===== src/rtl/sds_pkg.sv =====
`timescale 1ns / 1ps

package sds_pkg;

    // Fixed field widths of the item and result transactions.
    localparam int CARD_W   = 6;
    localparam int CNT_W    = 7;
    localparam int WORD_W   = 15;
    localparam int MODE_W   = 2;
    localparam int STATUS_W = 3;
    localparam int RMAX_W   = 31;
    localparam int MCNT_W   = 4;

    // Item modes.
    localparam logic [MODE_W-1:0] MODE_REFILL  = 2'd0;
    localparam logic [MODE_W-1:0] MODE_SHUFFLE = 2'd1;
    localparam logic [MODE_W-1:0] MODE_WORD    = 2'd2;
    localparam logic [MODE_W-1:0] MODE_DEAL    = 2'd3;

    // Result status codes.
    typedef enum logic [STATUS_W-1:0] {
        ST_OK       = 3'd0,
        ST_REJECTED = 3'd1,
        ST_FINISHED = 3'd2,
        ST_EMPTY    = 3'd3,
        ST_IGNORED  = 3'd4
    } status_t;

    // Which deck position feeds the store address.
    typedef enum logic [1:0] {
        SEL_CUR,
        SEL_RAND,
        SEL_DEAL
    } addr_sel_t;

    // Controller states.
    typedef enum logic [3:0] {
        S_IDLE,
        S_DISPATCH,
        S_MOD,
        S_RD_A,
        S_RD_B,
        S_WR_A,
        S_WR_B,
        S_DEAL_RD,
        S_DEAL_OUT,
        S_EMIT
    } state_t;

    // Commands from the controller to the datapath.
    typedef struct packed {
        logic      load_item;
        logic      refill;
        logic      arm;
        logic      mod_start;
        logic      mod_step;
        addr_sel_t addr_sel;
        logic      rd_en;
        logic      wr_en;
        logic      wr_src_a;
        logic      latch_a;
        logic      step_done;
        logic      deal_start;
        logic      emit_card;
        logic      emit_single;
        status_t   emit_status;
    } cmd_t;

    // Status from the datapath to the controller.
    typedef struct packed {
        logic [MODE_W-1:0] mode;
        logic              shuffling;
        logic              left_le1;
        logic              left_zero;
        logic              actual_zero;
        logic              rejected;
        logic              mod_last;
        logic              cursor_one;
        logic              deal_last;
        logic              out_free;
    } dp_status_t;

endpackage


===== src/rtl/sds_ram.sv =====
`timescale 1ns / 1ps

module sds_ram #(
    parameter int WIDTH = 6,
    parameter int DEPTH = 52
) (
    input  logic                                   clk,
    input  logic                                   we,
    input  logic [((DEPTH > 1) ? $clog2(DEPTH) : 1)-1:0] waddr,
    input  logic [WIDTH-1:0]                       wdata,
    input  logic                                   re,
    input  logic [((DEPTH > 1) ? $clog2(DEPTH) : 1)-1:0] raddr,
    output logic [WIDTH-1:0]                       rdata
);

    logic [WIDTH-1:0] mem [DEPTH];
    logic [WIDTH-1:0] rdata_reg;

    // Single write port and one registered read port.
    always_ff @(posedge clk)
    begin
        if (we)
        begin
            mem[waddr] <= wdata;
        end
        if (re)
        begin
            rdata_reg <= mem[raddr];
        end
    end

    assign rdata = rdata_reg;

endmodule


===== src/rtl/sds_ctrl.sv =====
`timescale 1ns / 1ps

module sds_ctrl (
    input  logic               clk,
    input  logic               rst_n,
    input  logic               cmd_valid,
    output logic               cmd_stall,
    input  sds_pkg::dp_status_t stat,
    output sds_pkg::cmd_t      cmd
);

    sds_pkg::state_t  state_reg;
    sds_pkg::state_t  state_next;
    sds_pkg::status_t code_reg;
    sds_pkg::status_t code_next;

    // State and pending status code registers.
    always_ff @(posedge clk or negedge rst_n)
    begin
        if (!rst_n)
        begin
            state_reg <= sds_pkg::S_IDLE;
            code_reg  <= sds_pkg::ST_OK;
        end
        else
        begin
            state_reg <= state_next;
            code_reg  <= code_next;
        end
    end

    // Next state and command decode.
    always_comb
    begin
        state_next      = state_reg;
        code_next       = code_reg;
        cmd             = '0;
        cmd.addr_sel    = sds_pkg::SEL_CUR;
        cmd.emit_status = code_reg;
        cmd_stall       = 1'b1;

        case (state_reg)
            sds_pkg::S_IDLE:
            begin
                cmd_stall = 1'b0;
                if (cmd_valid)
                begin
                    cmd.load_item = 1'b1;
                    state_next    = sds_pkg::S_DISPATCH;
                end
            end

            sds_pkg::S_DISPATCH:
            begin
                state_next = sds_pkg::S_EMIT;
                code_next  = sds_pkg::ST_OK;
                case (stat.mode)
                    sds_pkg::MODE_REFILL:
                    begin
                        cmd.refill = 1'b1;
                    end
                    sds_pkg::MODE_SHUFFLE:
                    begin
                        if (stat.shuffling)
                        begin
                            code_next = sds_pkg::ST_IGNORED;
                        end
                        else if (stat.left_le1)
                        begin
                            code_next = sds_pkg::ST_FINISHED;
                        end
                        else
                        begin
                            cmd.arm = 1'b1;
                        end
                    end
                    sds_pkg::MODE_WORD:
                    begin
                        if (!stat.shuffling)
                        begin
                            code_next = sds_pkg::ST_IGNORED;
                        end
                        else if (stat.rejected)
                        begin
                            code_next = sds_pkg::ST_REJECTED;
                        end
                        else
                        begin
                            cmd.mod_start = 1'b1;
                            state_next    = sds_pkg::S_MOD;
                        end
                    end
                    default:
                    begin
                        if (stat.shuffling)
                        begin
                            code_next = sds_pkg::ST_IGNORED;
                        end
                        else if (stat.left_zero)
                        begin
                            code_next = sds_pkg::ST_EMPTY;
                        end
                        else if (!stat.actual_zero)
                        begin
                            cmd.deal_start = 1'b1;
                            state_next     = sds_pkg::S_DEAL_RD;
                        end
                    end
                endcase
            end

            // One remainder bit per cycle.
            sds_pkg::S_MOD:
            begin
                cmd.mod_step = 1'b1;
                if (stat.mod_last)
                begin
                    state_next = sds_pkg::S_RD_A;
                end
            end

            sds_pkg::S_RD_A:
            begin
                cmd.rd_en    = 1'b1;
                cmd.addr_sel = sds_pkg::SEL_CUR;
                state_next   = sds_pkg::S_RD_B;
            end

            sds_pkg::S_RD_B:
            begin
                cmd.rd_en    = 1'b1;
                cmd.addr_sel = sds_pkg::SEL_RAND;
                cmd.latch_a  = 1'b1;
                state_next   = sds_pkg::S_WR_A;
            end

            sds_pkg::S_WR_A:
            begin
                cmd.wr_en    = 1'b1;
                cmd.addr_sel = sds_pkg::SEL_CUR;
                state_next   = sds_pkg::S_WR_B;
            end

            sds_pkg::S_WR_B:
            begin
                cmd.wr_en     = 1'b1;
                cmd.wr_src_a  = 1'b1;
                cmd.addr_sel  = sds_pkg::SEL_RAND;
                cmd.step_done = 1'b1;
                code_next     = stat.cursor_one ? sds_pkg::ST_FINISHED : sds_pkg::ST_OK;
                state_next    = sds_pkg::S_EMIT;
            end

            sds_pkg::S_DEAL_RD:
            begin
                cmd.rd_en    = 1'b1;
                cmd.addr_sel = sds_pkg::SEL_DEAL;
                state_next   = sds_pkg::S_DEAL_OUT;
            end

            sds_pkg::S_DEAL_OUT:
            begin
                cmd.addr_sel = sds_pkg::SEL_DEAL;
                if (stat.out_free)
                begin
                    cmd.emit_card = 1'b1;
                    state_next    = stat.deal_last ? sds_pkg::S_IDLE : sds_pkg::S_DEAL_RD;
                end
            end

            sds_pkg::S_EMIT:
            begin
                if (stat.out_free)
                begin
                    cmd.emit_single = 1'b1;
                    state_next      = sds_pkg::S_IDLE;
                end
            end

            default:
            begin
                state_next = sds_pkg::S_IDLE;
            end
        endcase
    end

endmodule


===== src/rtl/sds_datapath.sv =====
`timescale 1ns / 1ps

module sds_datapath #(
    parameter int DECK_CARDS = 52,
    parameter int unsigned RANDOM_MAX = 32767
) (
    input  logic                            clk,
    input  logic                            rst_n,
    input  logic [sds_pkg::MODE_W-1:0]      mode,
    input  logic [sds_pkg::WORD_W-1:0]      random_word,
    input  logic [sds_pkg::CNT_W-1:0]       deal_count,
    input  sds_pkg::cmd_t                   cmd,
    output sds_pkg::dp_status_t             stat,
    output logic [sds_pkg::CARD_W-1:0]      card,
    output logic                            card_valid,
    output logic                            last,
    output logic [sds_pkg::STATUS_W-1:0]    status,
    output logic [sds_pkg::CNT_W-1:0]       remaining,
    output logic [sds_pkg::CNT_W-1:0]       dealt_total,
    output logic                            res_valid,
    input  logic                            res_stall
);

    localparam int AW = (DECK_CARDS > 1) ? $clog2(DECK_CARDS) : 1;
    localparam int HW = sds_pkg::CNT_W + 1;

    // Item registers.
    logic [sds_pkg::MODE_W-1:0] mode_reg;
    logic [sds_pkg::WORD_W-1:0] word_reg;
    logic [sds_pkg::CNT_W-1:0]  want_reg;

    // Deck state.
    logic [AW-1:0]             head_reg;
    logic [AW-1:0]             head_next;
    logic [sds_pkg::CNT_W-1:0] left_reg;
    logic [sds_pkg::CNT_W-1:0] left_next;
    logic [AW-1:0]             cursor_reg;
    logic [AW-1:0]             cursor_next;
    logic                      shuf_reg;
    logic                      shuf_next;
    logic [DECK_CARDS-1:0]     vld_reg;

    // Remainder unit.
    logic [sds_pkg::CNT_W-1:0]  rem_reg;
    logic [sds_pkg::WORD_W-1:0] shift_reg;
    logic [sds_pkg::MCNT_W-1:0] mcnt_reg;
    logic [sds_pkg::CNT_W-1:0]  bound;
    logic [sds_pkg::CNT_W:0]    trial;
    logic [sds_pkg::CNT_W-1:0]  rem_step;

    // Swap and deal registers.
    logic [sds_pkg::CARD_W-1:0] vala_reg;
    logic [sds_pkg::CNT_W-1:0]  actual_reg;
    logic [sds_pkg::CNT_W-1:0]  actual;
    logic [sds_pkg::CNT_W-1:0]  k_reg;

    // Store access.
    logic [AW-1:0]              pos;
    logic [AW:0]                slot_sum;
    logic [AW-1:0]              slot_addr;
    logic [sds_pkg::CARD_W-1:0] ram_q;
    logic [sds_pkg::CARD_W-1:0] rd_card;
    logic [sds_pkg::CARD_W-1:0] wr_data;
    logic                       rvld_reg;
    logic [AW-1:0]              raddr_reg;
    logic [HW-1:0]              head_sum;

    // Rejection limits, one per cursor value, fixed at elaboration.
    logic [sds_pkg::RMAX_W-1:0] lim_tab [DECK_CARDS];
    logic                       rejected;

    // Output register.
    logic [sds_pkg::CARD_W-1:0] card_reg;
    logic                       card_valid_reg;
    logic                       last_reg;
    sds_pkg::status_t           status_reg;
    logic [sds_pkg::CNT_W-1:0]  remaining_reg;
    logic [sds_pkg::CNT_W-1:0]  dealt_reg;
    logic                       res_valid_reg;
    logic                       out_free;

    for (genvar k = 0; k < DECK_CARDS; k++)
    begin : g_lim
        localparam longint unsigned LIM = RANDOM_MAX - (RANDOM_MAX % (k + 1));
        assign lim_tab[k] = sds_pkg::RMAX_W'(LIM);
    end

    assign rejected = {{(sds_pkg::RMAX_W - sds_pkg::WORD_W){1'b0}}, word_reg}
                      >= lim_tab[cursor_reg];

    // Deck position to store address: one wrap around the ring.
    always_comb
    begin
        case (cmd.addr_sel)
            sds_pkg::SEL_CUR:  pos = cursor_reg;
            sds_pkg::SEL_RAND: pos = rem_reg[AW-1:0];
            sds_pkg::SEL_DEAL: pos = k_reg[AW-1:0];
            default:           pos = cursor_reg;
        endcase
        slot_sum = {1'b0, head_reg} + {1'b0, pos};
        if (slot_sum >= (AW + 1)'(DECK_CARDS))
        begin
            slot_addr = AW'(slot_sum - (AW + 1)'(DECK_CARDS));
        end
        else
        begin
            slot_addr = slot_sum[AW-1:0];
        end
    end

    // An entry never written since refill holds its own index.
    assign rd_card = rvld_reg ? ram_q : sds_pkg::CARD_W'(raddr_reg);
    assign wr_data = cmd.wr_src_a ? vala_reg : rd_card;

    sds_ram #(
        .WIDTH (sds_pkg::CARD_W),
        .DEPTH (DECK_CARDS)
    ) u_store (
        .clk   (clk),
        .we    (cmd.wr_en),
        .waddr (slot_addr),
        .wdata (wr_data),
        .re    (cmd.rd_en),
        .raddr (slot_addr),
        .rdata (ram_q)
    );

    // One restoring remainder step.
    assign bound    = sds_pkg::CNT_W'(cursor_reg) + 1'b1;
    assign trial    = {rem_reg, shift_reg[sds_pkg::WORD_W-1]};
    assign rem_step = (trial >= {1'b0, bound}) ? sds_pkg::CNT_W'(trial - {1'b0, bound})
                                               : trial[sds_pkg::CNT_W-1:0];

    assign actual   = (want_reg < left_reg) ? want_reg : left_reg;
    assign head_sum = HW'(head_reg) + HW'(actual_reg);

    // Next deck state.
    always_comb
    begin
        head_next   = head_reg;
        left_next   = left_reg;
        cursor_next = cursor_reg;
        shuf_next   = shuf_reg;
        if (cmd.refill)
        begin
            head_next   = '0;
            left_next   = sds_pkg::CNT_W'(DECK_CARDS);
            cursor_next = '0;
            shuf_next   = 1'b0;
        end
        if (cmd.arm)
        begin
            cursor_next = AW'(left_reg - 1'b1);
            shuf_next   = 1'b1;
        end
        if (cmd.step_done)
        begin
            cursor_next = cursor_reg - 1'b1;
            if (cursor_reg == AW'(1))
            begin
                shuf_next = 1'b0;
            end
        end
        if (cmd.deal_start)
        begin
            left_next = left_reg - actual;
        end
        if (cmd.emit_card && stat.deal_last)
        begin
            if (head_sum >= HW'(DECK_CARDS))
            begin
                head_next = AW'(head_sum - HW'(DECK_CARDS));
            end
            else
            begin
                head_next = head_sum[AW-1:0];
            end
        end
    end

    // Control registers.
    always_ff @(posedge clk or negedge rst_n)
    begin
        if (!rst_n)
        begin
            head_reg      <= '0;
            left_reg      <= sds_pkg::CNT_W'(DECK_CARDS);
            cursor_reg    <= '0;
            shuf_reg      <= 1'b0;
            vld_reg       <= '0;
            res_valid_reg <= 1'b0;
        end
        else
        begin
            head_reg   <= head_next;
            left_reg   <= left_next;
            cursor_reg <= cursor_next;
            shuf_reg   <= shuf_next;
            if (cmd.refill)
            begin
                vld_reg <= '0;
            end
            else if (cmd.wr_en)
            begin
                vld_reg[slot_addr] <= 1'b1;
            end
            if (cmd.emit_card || cmd.emit_single)
            begin
                res_valid_reg <= 1'b1;
            end
            else if (!res_stall)
            begin
                res_valid_reg <= 1'b0;
            end
        end
    end

    // Payload registers.
    always_ff @(posedge clk)
    begin
        if (cmd.load_item)
        begin
            mode_reg <= mode;
            word_reg <= random_word;
            want_reg <= deal_count;
        end
        if (cmd.mod_start)
        begin
            rem_reg   <= '0;
            shift_reg <= word_reg;
            mcnt_reg  <= '0;
        end
        else if (cmd.mod_step)
        begin
            rem_reg   <= rem_step;
            shift_reg <= {shift_reg[sds_pkg::WORD_W-2:0], 1'b0};
            mcnt_reg  <= mcnt_reg + 1'b1;
        end
        if (cmd.rd_en)
        begin
            rvld_reg  <= vld_reg[slot_addr];
            raddr_reg <= slot_addr;
        end
        if (cmd.latch_a)
        begin
            vala_reg <= rd_card;
        end
        if (cmd.deal_start)
        begin
            actual_reg <= actual;
            k_reg      <= '0;
        end
        else if (cmd.emit_card)
        begin
            k_reg <= k_reg + 1'b1;
        end
        if (cmd.emit_card)
        begin
            card_reg       <= rd_card;
            card_valid_reg <= 1'b1;
            last_reg       <= stat.deal_last;
            status_reg     <= sds_pkg::ST_OK;
            remaining_reg  <= left_reg;
            dealt_reg      <= actual_reg;
        end
        else if (cmd.emit_single)
        begin
            card_reg       <= '0;
            card_valid_reg <= 1'b0;
            last_reg       <= 1'b1;
            status_reg     <= cmd.emit_status;
            remaining_reg  <= left_reg;
            dealt_reg      <= '0;
        end
    end

    assign out_free = !res_valid_reg || !res_stall;

    // Status toward the controller.
    always_comb
    begin
        stat.mode        = mode_reg;
        stat.shuffling   = shuf_reg;
        stat.left_le1    = (left_reg <= sds_pkg::CNT_W'(1));
        stat.left_zero   = (left_reg == '0);
        stat.actual_zero = (actual == '0);
        stat.rejected    = rejected;
        stat.mod_last    = (mcnt_reg == sds_pkg::MCNT_W'(sds_pkg::WORD_W - 1));
        stat.cursor_one  = (cursor_reg == AW'(1));
        stat.deal_last   = ((k_reg + 1'b1) == actual_reg);
        stat.out_free    = out_free;
    end

    assign card        = card_reg;
    assign card_valid  = card_valid_reg;
    assign last        = last_reg;
    assign status      = status_reg;
    assign remaining   = remaining_reg;
    assign dealt_total = dealt_reg;
    assign res_valid   = res_valid_reg;

endmodule


===== src/rtl/shuffled_deal_store_unit.sv =====
`timescale 1ns / 1ps

// Channel  | Handshake             | Payload
// ---------+-----------------------+---------------------------------------------
// command  | cmd_valid, cmd_stall  | mode, random_word, deal_count
// result   | res_valid, res_stall  | card, card_valid, last, status, remaining,
//          |                       | dealt_total
//
// Every item that gives one result without a swap goes from dispatch straight to the emit state.
// An accepted random word passes through the bit-serial remainder unit, one step per word bit,
// then four store accesses for the swap, one per cycle, between dispatch and result.
// A deal reads each card with one registered memory read before the card is sent out.
// Reset gives the ordered deck at once through per-entry valid bits; no clearing pass.
// Result stalls hold the output register; a new command transaction is taken while
// the last result of the previous one still waits.

module shuffled_deal_store_unit #(
    parameter int DECK_CARDS = 52,
    parameter int unsigned RANDOM_MAX = 32767
) (
    input  logic                         clk,
    input  logic                         rst_n,
    input  logic                         cmd_valid,
    output logic                         cmd_stall,
    input  logic [sds_pkg::MODE_W-1:0]   mode,
    input  logic [sds_pkg::WORD_W-1:0]   random_word,
    input  logic [sds_pkg::CNT_W-1:0]    deal_count,
    output logic                         res_valid,
    input  logic                         res_stall,
    output logic [sds_pkg::CARD_W-1:0]   card,
    output logic                         card_valid,
    output logic                         last,
    output logic [sds_pkg::STATUS_W-1:0] status,
    output logic [sds_pkg::CNT_W-1:0]    remaining,
    output logic [sds_pkg::CNT_W-1:0]    dealt_total
);

    sds_pkg::cmd_t       cmd;
    sds_pkg::dp_status_t stat;

    sds_ctrl u_ctrl (
        .clk       (clk),
        .rst_n     (rst_n),
        .cmd_valid (cmd_valid),
        .cmd_stall (cmd_stall),
        .stat      (stat),
        .cmd       (cmd)
    );

    sds_datapath #(
        .DECK_CARDS (DECK_CARDS),
        .RANDOM_MAX (RANDOM_MAX)
    ) u_datapath (
        .clk         (clk),
        .rst_n       (rst_n),
        .mode        (mode),
        .random_word (random_word),
        .deal_count  (deal_count),
        .cmd         (cmd),
        .stat        (stat),
        .card        (card),
        .card_valid  (card_valid),
        .last        (last),
        .status      (status),
        .remaining   (remaining),
        .dealt_total (dealt_total),
        .res_valid   (res_valid),
        .res_stall   (res_stall)
    );

endmodule


===== config.mk =====
export PLATFORM = sky130hd
export DESIGN_NAME = shuffled_deal_store_unit
export DESIGN_NICKNAME = d
export VERILOG_FILES = /design/src/rtl/sds_pkg.sv /design/src/rtl/sds_ram.sv /design/src/rtl/sds_ctrl.sv /design/src/rtl/sds_datapath.sv /design/src/rtl/shuffled_deal_store_unit.sv
export SDC_FILE = /design/constraint.sdc
export NUM_CORES = 1
export LEC_CHECK = 0
export BUFFER_PORTS_ARGS = -buffer_cell sky130_fd_sc_hd__buf_2
export CAP_MARGIN = 20
export CORE_MARGIN = 1
export CORE_UTILIZATION = 32
export CTS_BUF_LIST = sky130_fd_sc_hd__clkbuf_16
export DETAILED_ROUTE_END_ITERATION = 16
export HOLD_SLACK_MARGIN = 0.08
export PLACE_DENSITY_LB_ADDON = 0.12
export SLEW_MARGIN = 25
export SYNTH_ARGS = -nofsm -noshare
export SYNTH_HDL_FRONTEND = slang
export SYNTH_SLANG_ARGS = --single-unit

===== constraint.sdc =====
create_clock -name clk -period 11.4 [get_ports clk]
set_clock_uncertainty 0.2 [all_clocks]
set_input_delay 0.57 -clock clk [delete_from_list [all_inputs] [get_ports clk]]
set_output_delay 0.57 -clock clk [all_outputs]
set_load 0.05 [all_outputs]

After elaboration in Yosys (flattened, before gate mapping)
Memories as Yosys holds them, arrays and structs flattened. A register that Yosys moved wholly into a read port is not among the register bits.
Cells that the tools add are included.
{"block": "totals", "romBits": 1984, "in_bits": 28, "ram_bits": 312, "memories": 2, "regBits": 182}
{"name": "(name not given)", "words": 64, "word_bits": 31, "rd": 1, "rd_clocked_by_memory_dff": 0, "write_ports": 0, "line_no": "sds_datapath.sv:89", "source": ">= lim_tab[cursor_reg];"}
{"name": "u_datapath.u_store.mem", "words": 52, "word_bits": 6, "rd": 1, "rd_clocked_by_memory_dff": 1, "write_ports": 1, "line_no": "sds_ram.sv:16", "source": "logic [WIDTH-1:0] mem [DEPTH];"}
{"block": "classes", "addsub": 11, "n_eq_ne": 21, "bitwise": 2, "n_mux": 85, "order_cmp": 9, "n_reduce_logical": 24}
{"operator": "52-bit two-way mux", "n": 2}
{"operator": "31-bit two-way mux", "n": 2}
{"operator": "6-bit two-way mux", "n": 10}
{"operator": "7-bit two-way mux", "n": 8}
{"operator": "52-bit OR", "n": 1}
{"operator": "4-bit case mux with 10 select lines", "n": 1}
{"operator": "1-bit two-way mux", "n": 36}
{"operator": "4-bit two-way mux", "n": 9}
{"operator": "15-bit by 31-bit >= comparator with 1-bit output", "n": 1}
{"operator": "15-bit two-way mux", "n": 2}
{"operator": "4-bit by 3-bit == test with 1-bit output, second input constant", "n": 4}
{"operator": "3-bit two-way mux", "n": 5}
{"operator": "7-bit zero test", "n": 2}
{"operator": "7-bit subtractor", "n": 2}
{"operator": "4-bit == test, second input constant", "n": 3}
{"operator": "6-bit case mux with 2 select lines", "n": 1}
{"operator": "2-bit nonzero test", "n": 6}
{"operator": "6-bit by 1-bit subtractor with 6-bit output, second input constant", "n": 2}
{"operator": "6-bit subtractor, second input constant", "n": 2}
{"operator": "3-bit case mux with 3 select lines", "n": 1}
{"operator": "6-bit by 7-bit adder with 8-bit output", "n": 1}
{"operator": "4-bit by 2-bit == test with 1-bit output, second input constant", "n": 2}
{"operator": "8-bit by 6-bit >= comparator with 1-bit output, second input constant", "n": 1}
{"operator": "8-bit by 7-bit >= comparator with 1-bit output", "n": 1}
{"operator": "other kinds (33)", "n": 47}

Depth between registers and ports, before layout
{"block": "logic_depth", "ltp_word": 15, "mapped_depth": 22, "ltp_nobuf": 20}

By module
A second synthesis with hierarchy kept.
{"block": "hier_totals", "hier_cells": 1609, "area_unflattened_um2": 22835.7}
{"module": "sds_ram", "area_per_inst_um2": 12458.2, "seq_area_each_um2": 9549.2, "instances": 1, "cells_per_inst": 604}
{"module": "sds_datapath", "area_per_inst_um2": 9716.8, "seq_area_each_um2": 4673.2, "instances": 1, "cells_per_inst": 913}
{"module": "sds_ctrl", "area_per_inst_um2": 660.6, "seq_area_each_um2": 175.2, "instances": 1, "cells_per_inst": 92}

Worst setup path after synthesis
OpenSTA, ideal clock, no wires.
{"block": "synth_path", "kind": "register to register", "from": "register u_ctrl.state_reg[2]", "to": "register u_datapath.u_store.rdata_reg[2] (netlist: u_datapath.u_store.rdata[2]), read port of u_datapath.u_store.mem, data pin", "n_path_buf": 3, "t_required_ns": 10.928, "stages_incl_launch_ff": 21, "setup_slack_ns": 5.902, "setup_ns": 0.272, "arrival_time_ns": 5.027, "cell_sequence": "dfrtp_1 clkbuf_1 nor2b_1 nand2b_1 ha_1 clkbuf_1 o21ai_0 ha_1 and3_4 o21ai_0 and2_1 inv_1 ha_1 a221o_1 a31oi_4 mux2i_4 inv_2 nand2_1 buf_4 o22ai_1 or4_1"}
{"block": "synth_via", "elab_chain_len": 8, "word_cells_on_any_way": 17, "classes_between": "add/sub: 2; order compare: 1; eq/ne: 7; mux: 4; reduce/logical: 3"}
{"item": "start: declaration", "line_no": "sds_ctrl.sv:12", "source": "sds_pkg::state_t state_reg;"}
{"item": "start signal: assignment", "line_no": "sds_ctrl.sv:22", "source": "state_reg <= sds_pkg::S_IDLE;"}
{"item": "start signal: assignment", "line_no": "sds_ctrl.sv:27", "source": "state_reg <= state_next;"}
{"item": "4-bit by 3-bit == test with 1-bit output or 4-bit == test (tied branches)", "line_no": "sds_ctrl.sv:42", "source": "case (state_reg)"}
{"item": "2-bit OR reduction (no line)"}
{"item": "2-bit case mux with 2 select lines (*)", "line_no": "sds_ctrl.sv:42"}
{"item": "2-bit == test or 2-bit by 1-bit == test with 1-bit output (tied branches)", "line_no": "sds_datapath.sv:94", "source": "case (cmd.addr_sel)"}
{"item": "6-bit case mux with 2 select lines (*)", "line_no": "sds_datapath.sv:94"}
{"item": "6-bit by 6-bit adder with 7-bit output (*)", "line_no": "sds_datapath.sv:100", "source": "slot_sum = {1'b0, head_reg} + {1'b0, pos};"}
{"item": "6-bit subtractor or 7-bit by 6-bit >= comparator with 1-bit output (tied branches)", "line_no": "sds_datapath.sv:103, sds_datapath.sv:101"}
{"item": "6-bit two-way mux (*)", "line_no": "sds_datapath.sv:101", "source": "if (slot_sum >= (AW + 1)'(DECK_CARDS))"}
{"item": "named net u_datapath.slot_addr[3]", "line_no": "sds_datapath.sv:60", "source": "logic [AW-1:0] slot_addr;"}
{"item": "end: declaration", "line_no": "sds_ram.sv:17", "source": "logic [WIDTH-1:0] rdata_reg;"}
The timed path passes the listed nets; every way through them passes the cells marked *.
A chain may end at the register's enable or synchronous reset.

Worst setup path after layout
{"block": "layout_path", "from": "register u_ctrl.state_reg[3]", "to": "memory u_datapath.u_store.mem[45][0], enable pin"}
{"block": "layout_via", "elab_chain_len": 8, "word_cells_on_any_way": 19, "classes_between": "add/sub: 2; order compare: 1; eq/ne: 7; mux: 6; reduce/logical: 3"}
{"item": "4-bit by 3-bit == test with 1-bit output or 4-bit == test (tied branches)", "line_no": "sds_ctrl.sv:42"}
{"item": "2-bit OR reduction (no line)"}
{"item": "2-bit case mux with 2 select lines (*)", "line_no": "sds_ctrl.sv:42"}
{"item": "2-bit == test or 2-bit by 1-bit == test with 1-bit output (tied branches)", "line_no": "sds_datapath.sv:94"}
{"item": "6-bit case mux with 2 select lines (*)", "line_no": "sds_datapath.sv:94"}
{"item": "6-bit by 6-bit adder with 7-bit output (*)", "line_no": "sds_datapath.sv:100"}
{"item": "6-bit subtractor or 7-bit by 6-bit >= comparator with 1-bit output (tied branches)", "line_no": "sds_datapath.sv:103, sds_datapath.sv:101"}
{"item": "6-bit two-way mux (*)", "line_no": "sds_datapath.sv:101"}
{"item": "named net u_datapath.slot_addr[1]", "line_no": "sds_datapath.sv:60"}
{"item": "end: declaration", "line_no": "sds_ram.sv:16"}
Marked as above.

==> summary.md <==
The run finished with clean final reports. The first global-routing pass estimated 86900 um of wire. Worst min-delay path class: reg -> reg. The number of buffers inserted by port buffering was 54; the met2 track utilization from global routing was 25.5%. Setup repair after global routing left no endpoint under its margin. For the net switching component of the power, the log shows 2.82 mW.

The die outline width is 267 um, and the post-synthesis compound-gate area fraction is 7.68%. For this block, the via count after detailed routing is 13236. Power spread over the standard cell area amounts to 291 nW/um2. The number of sinks driven by the clock tree was 500; the flip-flop count of the largest register, all copies and words added was 312. The distinct cell type count of the synthesized netlist is 72. The relative slew slack was 30.5%; the maximum frequency from static timing analysis was 140 MHz. Data on the critical path is required at its endpoint by 11.46 ns. Clock tree synthesis selected as its root buffer the cell clkbuf_16. Dividing the final minimum period by the clock period gives 62.7%. For the pin with the worst max-slew slack, the measured transition is 1.04 ns. The run gives 13529 as the via count of the first global-routing pass.

Dividing the detail-routed wire length by the instance count gives 21.9 um. Synthesis inferred 500 register bits. Max-cap violations in this run came to 0. After the first detailed-routing iteration, the DRC count stood at 977. The sequential power share is 34.1%, and the largest fanout on the critical path is 47. TritonCTS built the clock tree. Row generation in the floorplan step produced 96 rows. Summing the areas of all and, or, nand and nor instances in the mapped netlist gives 7.98% of the synthesized area.

The biggest area contributor in the post-synthesis netlist is edfxtp_1. Path type of the worst setup path: reg -> reg. The maximum buffer depth of the clock tree is 3, and the share of synthesized registers carrying an async set or reset is 16.0%. For this configuration, the core starts out at a cell density of 32.5%. STA classifies the critical path endpoint as a flip-flop. met2 is the most crowded layer.

The gate count of the mapped netlist is 1539, and the met3 track demand over resource in global routing is 2.86%. The sequential cell area fraction in the yosys report is 64.1%. Clock-pin slew was measured on the worst setup and hold paths at 0.07 ns. For this run, global-route usage on met1 was measured as 23.3%. STA classifies the critical path startpoint as a flip-flop. For the setup total negative slack, the log shows 0 ns. Compared with the post-synthesis result, the final layout area differs by 16.2%.

Multiplexer cells account for 12.6% of the synthesized area. The tools report the register area as 14400 um2. The post-layout minimum cycle time is 7.15 ns, and the portion of total power attributed to the clock network is 26.1%.

In the final layout, the multi-input gates occupy 7630 um2. The synthesized netlist devotes 1.67% of its cell area to XOR and XNOR gates. The share of the synthesized area in the top cell type came out at 53.2%. For this design the top-level I/O count stands at 55. For this run, the number of Yosys warnings is 0.

Summing all non-filler instances in the final layout gives an area of 26100 um2. The logs give 39.8% for the proportion of power drawn by combinational gates and 4.25 ns for the worst setup slack for register-to-register paths. The die covers 71200 um2.

The maximum vdd ir drop is 0.000143 V, and the global-route usage over all layers is 16.3%. The tools report the standard cell core area as 69100 um2. Gates resized during post-CTS repair numbered 0. The run gives 4.79 mW as the design internal power. In this run, CTS created clock tree buffers numbering 56.

The placed instances occupy a cell area of 23800 um2. Detailed placement ended at an HPWL of 36300 um. The switching power as a share of total power is 37.0%, and the post-synthesis net count is 1628. Average footprint of a synthesized cell: 14.6 um2.

The clock latency at the later pin of the worst-skew pair is 0.63 ns, and the via-per-instance ratio is 5.10. The first detailed-routing pass ran for 5 iterations. The total setup violations reported at the end of the flow is 0. The total of fill cells in the finished design was 6499; the worst hold slack was 0.240 ns. The share of post-route cells with drive strength above 1 came out at 17.7%. The most instantiated flip-flop cell in the synthesis netlist is edfxtp_1.

At the end of the flow the core is filled with cells to 37.8%. For this run, the post-layout net count is 1703. In this run the static leakage power is 9.25 nW. For the number of antenna-violating nets in the routed design, the log shows 0.

Counting instances in the post-synthesis netlist gives the leading cell types as 398 x edfxtp_1, 115 x nor2_1, 109 x nand2_1. Entering global routing, the biggest net connects 59 pins. Remaining routing DRC violations: 0. The final layout contains routed wiring with a total length of 56700 um. In this run the post-CTS setup repair buffer count came out at 0. Die boundary height: 267 um. The tools report the last weighted congestion value of the routability-driven placer as 0.790. The main combinational cell family by area after synthesis is multiplexers. Yosys attributes the largest share of cell area to edfxtp_1 53%, mux4_2 9.2%, dfrtp_1 8.6%. Yosys mapped a number of flops with a built-in enable equal to 398. The mapped netlist covers 22500 um2. The hold violation total from the final report is 0.

Data arrives at the worst endpoint at 7.21 ns. The number of antenna violations at the first check in global routing was 0. Power comes to 7.60 mW. The H-tree was split into 2 levels.

The tools report the total overflow reported by the global router as 0. After Yosys synthesis, full adders, half adders and majority gates account for 3.53% of the synthesized area. For the final max-slew violation count, the log shows 0. Among all cell types in the netlist, the one instantiated most often is edfxtp_1.
-- area by class of cell --
class	instances	area share [%]
Inverter	55	0.801
Clock inverter	48	2.36
Sequential cell	500	55.2
Tap cell	931	4.46
Multi-Input combinational cell	905	29.2
Antenna cell	1	0.00959
Timing Repair Buffer	96	2.50
Clock buffer	57	5.47
-- critical path: stages (launching register included) --
cell,delay [ns]
dfrtp_1,0.51
nor2b_1,0.38
nand2b_1,0.18
ha_1,0.45
a221oi_1,0.27
a21oi_1,0.11
ha_4,0.19
fa_4,1.31
nor2_1,0.11
a221o_1,0.40
a31oi_4,0.50
xnor2_2,0.30
inv_4,0.59
nand3_1,0.60
nor2_1,0.67
-- logic make-up after synthesis --
family	count (synthesis)
flops	500
simple gates	376
compound gates	261
mux	165
buf+inv	134
fa+ha+maj	61
xor+xnor	42
-- layout by cell type (no fill, tap or decap), types with 13 or more instances in the layout --
master,count
a21o_1,13
a21oi_1,42
buf_2,53
buf_4,17
bufinv_16,13
clkbuf_16,57
dfrtp_1,77
dfxtp_1,22
dlygate4sd3_1,26
edfxtp_1,398
ha_1,56
inv_1,61
mux2_2,17
mux2i_1,55
mux4_2,92
nand2_1,109
nand2b_1,17
nand3_1,27
nand4_1,14
nor2_1,115
nor2b_1,13
nor3_1,19
o21a_1,53
o21ai_0,51
o22ai_1,31
xnor2_1,25
xor2_1,16
-- per-layer routing --
layer  wire length, um  vias to the layer above
li1                  -                     6048
met1             26600                     6815
met2             26100                      302
met3              2860                       71
met4              1170                        0
met5                 0                        -
-- power by group through the flow --
| stage | sequential, mW | clock, mW | combinational (mW) |
|---|---|---|---|
| after floorplan | 2.62 | 0 | 2.13 |
| after global placement | 2.63 | 0 | 3.05 |
| after detailed placement | 2.64 | 0 | 3.07 |
| after CTS | 2.60 | 2.03 | 3.08 |
| after global routing | 2.62 | 2.10 | 3.32 |
| final | 2.60 | 1.98 | 3.03 |
-- metrics by stage --
step / setup WS, ns / cells
floorplan: 5.90 / 1539
global placement: 3.94 / 2461
detailed placement: 4.17 / 2461
CTS: 4.11 / 2592
global route: 3.70 / 2592
finish: 4.25 / 2593
-- worst paths after layout --
check,from,end,cells after the start
worst max register to register,u_ctrl.state_reg[3],u_datapath.u_store.mem[45][0],14
min in group asynchronous,rst_n,u_datapath.left_reg[3],2
max in group asynchronous,rst_n,u_datapath.vld_reg[17],3
worst max-delay path,u_ctrl.state_reg[3],u_datapath.u_store.mem[45][0],14
worst min-delay path,u_datapath.card_valid,u_datapath.card_valid,2
worst min register to register,u_datapath.card_valid,u_datapath.card_valid,2
-- repair_timing --
action	CTS	global route
hold endpoints to repair	63	0
setup endpoints to repair	0	0
hold buffers	26	0
Note: power is estimated with default switching activity, not from simulation.
